## src/design/asfc_pkg.sv

```systemverilog
// Types, constants and helper functions shared by the sample format converter.
package asfc_pkg;

    localparam int ZW = 104;
    localparam int ZF = 68;

    typedef logic [ZW-1:0] t_z;

    localparam t_z Z_ONE = t_z'(1) << ZF;

    typedef enum logic [2:0] {
        FMT_U8  = 3'd0,
        FMT_S8  = 3'd1,
        FMT_U16 = 3'd2,
        FMT_S16 = 3'd3,
        FMT_U32 = 3'd4,
        FMT_S32 = 3'd5,
        FMT_F32 = 3'd6
    } t_fmt;

    typedef enum logic [2:0] {
        MODE_ZERO,
        MODE_PASS,
        MODE_I2I,
        MODE_I2F,
        MODE_F2I
    } t_mode;

    typedef enum logic [1:0] {
        W8,
        W16,
        W32
    } t_wcls;

    localparam logic CFG_SRC = 1'b0;
    localparam logic CFG_DST = 1'b1;

    // sideband that travels with every beat
    typedef struct packed {
        t_mode       mode;
        t_wcls       wcls;
        logic        k53;
        logic        sgn;
        logic        tsig;
        logic        zero_f;
        logic        sat_f;
        logic [31:0] direct;
    } t_sb;

    function automatic t_wcls fmt_wcls(input logic [2:0] f);
        t_wcls w;
        if (f < FMT_U16) begin
            w = W8;
        end else if (f < FMT_U32) begin
            w = W16;
        end else begin
            w = W32;
        end
        return w;
    endfunction

    function automatic logic [5:0] wcls_bits(input t_wcls w);
        logic [5:0] b;
        unique case (w)
            W8:      b = 6'd8;
            W16:     b = 6'd16;
            default: b = 6'd32;
        endcase
        return b;
    endfunction

    function automatic logic [31:0] wcls_mask(input t_wcls w);
        logic [31:0] m;
        unique case (w)
            W8:      m = 32'h0000_00FF;
            W16:     m = 32'h0000_FFFF;
            default: m = 32'hFFFF_FFFF;
        endcase
        return m;
    endfunction

    function automatic logic [31:0] wcls_top(input t_wcls w);
        logic [31:0] m;
        unique case (w)
            W8:      m = 32'h0000_0080;
            W16:     m = 32'h0000_8000;
            default: m = 32'h8000_0000;
        endcase
        return m;
    endfunction

    // index of the highest set bit, 0 for an all-zero word
    function automatic logic [6:0] lead_one(input t_z z);
        logic [6:0] l;
        l = '0;
        for (int i = 0; i < ZW; i++) begin
            if (z[i]) begin
                l = 7'(i);
            end
        end
        return l;
    endfunction

endpackage

```

## src/design/asfc_round.sv

```systemverilog
// Three-stage round-to-nearest-even of a fixed-point word to 24 or 53 significant bits.
module asfc_round
    import asfc_pkg::*;
(
    input  logic       i_clk,
    input  logic [2:0] i_adv,
    input  logic       i_on,
    input  logic       i_k53,
    input  t_z         i_z,
    output t_z         o_z
);

    t_z           r_z1;
    logic [6:0]   r_sp1;
    logic         r_do1;
    t_z           r_keep2;
    t_z           r_inc2;
    t_z           r_z3;

    logic [6:0]   n_lead;
    logic [7:0]   n_sp;
    logic         n_do;
    t_z           n_mask;
    t_z           n_low;
    logic [6:0]   n_spm1;
    logic         n_g;
    logic         n_st;
    logic         n_inc;

    always_comb begin
        n_lead = lead_one(i_z);
        n_sp   = {1'b0, n_lead} + 8'd1 - (i_k53 ? 8'd53 : 8'd24);
        n_do   = i_on && (|i_z) && !n_sp[7] && (n_sp != 8'd0);
    end

    always_comb begin
        n_mask = ~t_z'(0) << r_sp1;
        n_low  = r_z1 & ~n_mask;
        n_spm1 = r_sp1 - 7'd1;
        n_g    = n_low[n_spm1];
        n_st   = |(n_low & ~(~t_z'(0) << n_spm1));
        n_inc  = r_do1 && n_g && (n_st || r_z1[r_sp1]);
    end

    always_ff @(posedge i_clk) begin
        if (i_adv[0]) begin
            r_z1  <= i_z;
            r_sp1 <= n_sp[6:0];
            r_do1 <= n_do;
        end
        if (i_adv[1]) begin
            r_keep2 <= r_do1 ? (r_z1 & n_mask) : r_z1;
            r_inc2  <= n_inc ? (t_z'(1) << r_sp1) : '0;
        end
        if (i_adv[2]) begin
            r_z3 <= r_keep2 + r_inc2;
        end
    end

    assign o_z = r_z3;

endmodule

```

## config.mk

```make
export PLATFORM = sky130hd
export DESIGN_NAME = asfc_round
export DESIGN_NICKNAME = d
export VERILOG_FILES = /design/src/design/asfc_pkg.sv /design/src/design/asfc_round.sv
export SDC_FILE = /design/constraint.sdc
export NUM_CORES = 1
export LEC_CHECK = 0
export ABC_AREA = 1
export ABC_CLOCK_PERIOD_IN_PS = 8170
export BUFFER_PORTS_ARGS = -buffer_cell sky130_fd_sc_hd__buf_4
export CAP_MARGIN = 20
export CELL_PAD_IN_SITES_DETAIL_PLACEMENT = 1
export CELL_PAD_IN_SITES_GLOBAL_PLACEMENT = 2
export CORE_ASPECT_RATIO = 1.4
export CORE_MARGIN = 5
export CORE_UTILIZATION = 35
export CTS_BUF_LIST = sky130_fd_sc_hd__clkbuf_4 sky130_fd_sc_hd__clkbuf_8
export DETAILED_ROUTE_END_ITERATION = 7
export PLACE_DENSITY = 0.75
export SLEW_MARGIN = 20
export SYNTH_ARGS = -nofsm -noshare
export SYNTH_HDL_FRONTEND = slang
export SYNTH_SLANG_ARGS = --single-unit
```

## constraint.sdc

```tcl
create_clock -name i_clk -period 8.17 [get_ports i_clk]
set_input_delay 1.2255 -clock i_clk [delete_from_list [all_inputs] [get_ports i_clk]]
set_output_delay 1.2255 -clock i_clk [all_outputs]
set_load 0.01 [all_outputs]
```

Word level (Yosys, flattened, before mapping). Index checks and enable logic that the tools add are counted.

Add/subtract/negate cells: 4. $lt $le $gt $ge: 2. Shift-type cells: 3. Mux-type cells: 109. Bitwise logic cells: 5. Reduce and logical (&&, ||, !) cells: 10.

Operator list (number): 7-bit 2-to-1 mux (102); 104-bit bitwise AND (3); 104-bit inverter (2); 104-bit OR reduction (2); 104-bit by 7-bit left shift with 104-bit output, first input constant (2); 104-bit adder (1); 104-bit 2-to-1 mux (1); 1-bit by 7-bit left shift with 104-bit output, first input constant (1); 7-bit by 8-bit < comparator with 1-bit output, second input constant (2); 1-bit binary-select mux with 7-bit select (2); 7-bit by 1-bit adder with 8-bit output, second input constant (1); 8-bit nonzero test (1); 8-bit by 6-bit subtractor with 8-bit output (1); 7-bit by 1-bit subtractor with 7-bit output, second input constant (1); 6-bit 2-to-1 mux (1); 1-bit logical AND (5); 1-bit 2-to-1 mux (3); 1-bit zero test (1); 1-bit logical OR (1).

Flip-flop bits (word level): 424. Input bits: 110. Output and inout port bits: 104. Logic and storage cells: 139.

Logic depth before layout (Yosys ltp).
Word-level depth: 108. Gate-level depth with buffers: 112. Depth with buffers taken out: 112.

Least setup slack after synthesis. Ideal clock, no wire load.

Kind: input port to flip-flop. From: in i_z[2]. To: reg r_do1 (data pin). Library setup time: 0.262 ns. Data arrival time: 6.879 ns. Required time: 7.908 ns. Setup slack: 1.029 ns. Cell stages on the path: 111. Path buffers: 0. Path through: inv_1 > nand2_1 > nand2_1 > nand2_1 > nand2_1 > nand2_1 > nand2_1 > nand2_1 > nand2_1 > nand2_1 > nand2_1 > nand2_1 > nand2_1 > nand2_1 > nand2_1 > nand2_1 > nand2_1 > nand2_1 > (+75 left out) > nand2_1 > nand2_1 > nand2_1 > nand2_1 > nand2_1 > nand2_1 > nand2_1 > nand2_1 > nand2_1 > nand2_1 > ha_1 > ha_1 > inv_1 > ha_1 > inv_1 > or4_1 > nor4_1 > nor3_1.

Elaborated cells between the ends (all ways): 110. Those cells by class: 2 x add/sub; 102 x mux; 6 x reduce/logical.

RTL lines: start: declaration (RTL line asfc_round.sv:9) `input t_z i_z,`; 7-bit 2-to-1 mux (102 in series) (RTL line asfc_pkg.sv:97) `if (z[i]) begin`; 7-bit by 1-bit adder with 8-bit output (RTL line asfc_round.sv:32) `n_sp = {1'b0, n_lead} + 8'd1 - (i_k53 ? 8'd53 : 8'd24);`; 8-bit by 6-bit subtractor with 8-bit output (RTL line asfc_round.sv:32); net n_sp[2] (RTL line asfc_round.sv:21) `logic [7:0] n_sp;`; 8-bit nonzero test (RTL line asfc_round.sv:33) `n_do = i_on && (|i_z) && !n_sp[7] && (n_sp != 8'd0);`; 1-bit logical AND (RTL line asfc_round.sv:33); net n_do (RTL line asfc_round.sv:22) `logic n_do;`; end signal: assignment (RTL line asfc_round.sv:49) `r_do1 <= n_do;`; end: declaration (RTL line asfc_round.sv:15) `logic r_do1;`.

The timed path passes the listed nets, and every way through them passes these cells. A chain may end at the register's enable or synchronous reset.

Worst setup path in the final report. Same ends and word-level chain as after synthesis.

==> flow_summary.yaml <==
synthesis:
  synth.most_common_cell: "nand2_1"
  yosysUniqueCellTypes: 63
  synth_top_area_share_pct: 49.1
  syn-cell-area_um2: 26000
  synthCells: 2996
  synth_edf_count: 424
  ys_seq_elements: 424
  yosys_warnings: 0
  synth-main-ff-cell: "edfxtp_1"
  synth_area_leaders: "edfxtp_1 (49%), nand2_1 (7.7%), ha_1 (5.9%), inv_1 (5.8%), nor2_1 (5.8%)"
  async_flop_share_pct: 0
  synth_seq_area_share_pct: 49.1
  syn_area_per_cell_um2: 8.66
  synth_area_leader_cell: "edfxtp_1"
  synth_common_cells: "nand2_1 (531), edfxtp_1 (424), inv_1 (404)"
  syn-num-nets: 3230
routing:
  via_per_inst: 5.46
  drt-initial-drc-count: 1540
  dr_total_vias: 23600
  drtPass1Iterations: 5
  wl_per_cell_um: 28.7
  drc: 0
  ant_nets: 0
  wl_um: 124000
sta:
  tightest_slew_ns: 1.17
  hold_viol: 0
  setup_viol: 0
  maxSlewViolCount: 0
  skew_ns: 0.0357
  period_minus_slack_ns: 7.81
  max_slew_margin_pct: 21.3
  rsz0062_at_grt: "true"
  fmax_mhz: 128
  post-route-period-util_pct: 95.6
critical_path:
  startpoint: "i_z[2]"
  startpoint_type: "primary input"
  cp_common_cell: "nand2_1"
  regToRegEndpoint: "o_z[102]$_DFFE_PP_"
  reg2reg_from: "r_inc2[0]$_SDFFCE_PN0P_"
  worst-path-buf-inv: 4
  cp_max_fo: 2
  max_stage_delay_ns: 0.49
  cp-end-kind: "flip-flop"
  ff2ff_setup_slack_ns: 0.51
  crit_family: "simple AND/OR/NAND/NOR gates"
  crit_path_end: "r_do1$_DFFE_PP_"
  crit_required_ns: 8.61
  cpMaxStageDelayCell: "or4_4"
  path_class: "in -> reg"
  critical_path_cell_count: 112
  crit_arrival_ns: 8.25
  rr_worst_depth: 55
pwr:
  p_leak_nw: 13.5
  peakVddDrop_mv: 0.0957
  powerDensity_nw_per_um2: 212
global_route:
  overflow: 0
  antenna_found_initial: 2
  grt_max_degree: 78
  grt_pass1_vias: 24900
  grt_first_pass_wirelength_um: 175000
  grt_util_all_layers_pct: 30.3
place:
  gp_congestion: 1.07
  dp_hpwl_um: 100000
  numPortBuffers: 213
  placed_area_um2: 29400
clocking:
  cts_made_buffers: 71
  clockRootBuffer: "clkbuf_8"
  postCtsHoldBufs: 0
  clock-sinks: 424
  htreeDepth: 3
  clockBufferDepth: 3
  cts.clk_slew.worst_paths_ns: 0.07
  cts_tree: "done"
  insertion_delay_ns: 0.69
hold_path:
  holdCritPathClass: "reg -> reg"
floorplan:
  row_count: 118
  die_w_um: 240
  dieArea_um2: 79800
  ios: 214
  initial_core_util_pct: 35.2
  core_um2: 73800
  die_h_um: 332
layout:
  layout-drive-gt1-share_pct: 17.0
  areaGrowthSynthToFinish_pct: 19.5
  final_area_um2: 31000
  utilization_pct: 42.0
  nets: 3543
flow_run:
  max-cap-violations: 0
run_status:
  status: "finished, final reports clean"
cell type report:
type	count	area (µm²)
inverters	419	1580
clock buffers	82	1070
multi-input cells	2059	11500
repair buffers	334	2620
clock inverters	42	367
well taps	960	1200
fillers	8714	42800
diodes	2	5.00
flip-flops and latches	424	12700
per-stage QoR:
stage | hold slack, ns | std cells | setup slack, ns | TNS, ns | power [W]
2_1_floorplan | 0.513 | 2996 | 1.03 | 0 | 0.00360
3_3_place_gp | 0.579 | 4193 | -0.910 | -2.38 | 0.00460
3_5_place_dp | 0.574 | 4193 | -0.944 | -2.57 | 0.00461
4_1_cts | 0.603 | 4317 | 0.0122 | 0 | 0.00660
5_1_grt | 0.645 | 4321 | -0.640 | -1.69 | 0.00684
6_report | 0.596 | 4322 | 0.360 | 0 | 0.00658
logic make-up (layout without fill, tap and decap cells):
| group | count (synthesis) | after routing | share of synthesized area, % |
|---|---|---|---|
| adder cells (fa/ha/maj) | 124 | 124 | 6.01 |
| other | 0 | 2 | 0 |
| flip-flops | 424 | 424 | 49.1 |
| AND/OR/NAND/NOR | 1158 | 1158 | 18.4 |
| XOR/XNOR | 109 | 109 | 3.68 |
| AO/OA/AOI/OAI | 668 | 668 | 15.4 |
| buffers and inverters | 513 | 877 | 7.42 |
worst min path at each step:
stage	slack, ns	startpoint	to	depth (start not counted)
finish	0.60	r_keep2[0]$_DFFE_PP_	o_z[0]$_DFFE_PP_	1
global route	0.64	r_keep2[0]$_DFFE_PP_	o_z[0]$_DFFE_PP_	1
CTS	0.60	r_keep2[0]$_DFFE_PP_	o_z[0]$_DFFE_PP_	1
detailed placement	0.57	r_inc2[0]$_SDFFCE_PN0P_	o_z[0]$_DFFE_PP_	1
global placement	0.58	r_inc2[0]$_SDFFCE_PN0P_	o_z[0]$_DFFE_PP_	1
floorplan	0.51	r_inc2[0]$_SDFFCE_PN0P_	o_z[0]$_DFFE_PP_	1
metal layers:
metal,track usage [%],share of wire [%]
met1,36.0,39
met5,0,0
met3,3.01,4.2
met4,17.1,7.0
met2,53.0,50
state kept, by name, indices dropped and copies added, names as in the netlist:
signal / flops
o_z: 104
r_inc2: 104
r_keep2: 104
r_z1: 104
r_sp1: 7
r_do1: 1
cells in the final DEF (no fill, tap or decap), types with 23 or more instances in the layout:
cell type	netlist	layout
xnor2_1	29	28
o21ai_0	246	243
buf_4	0	320
ha_1	123	119
inv_1	404	399
clkbuf_8	0	73
nor2_1	401	399
nand3_1	84	84
xor2_1	80	75
edfxtp_1	424	424
a21oi_1	233	232
o211ai_1	23	23
nor3_1	65	65
nand2_1	531	517
nand2_2	19	32
report_power, final:
part / leakage (nW) / switching [W] / internal, W
logic: 8.49 / 0.00132 / 0.000555
registers: 4.29 / 0.000117 / 0.00262
clock network: 0.731 / 0.000934 / 0.00104
total: 13.5 / 0.00237 / 0.00421
what timing repair did:
| action | in CTS | in global routing |
|---|---|---|
| endpoints found under the setup margin | 1 | 6 |
| buffers inserted | 0 | 3 |
| resized for setup | 4 | 44 |
| hold endpoints to repair | 0 | 0 |
| pin swaps | 1 | 11 |
Power figures use the tool's default switching activity.
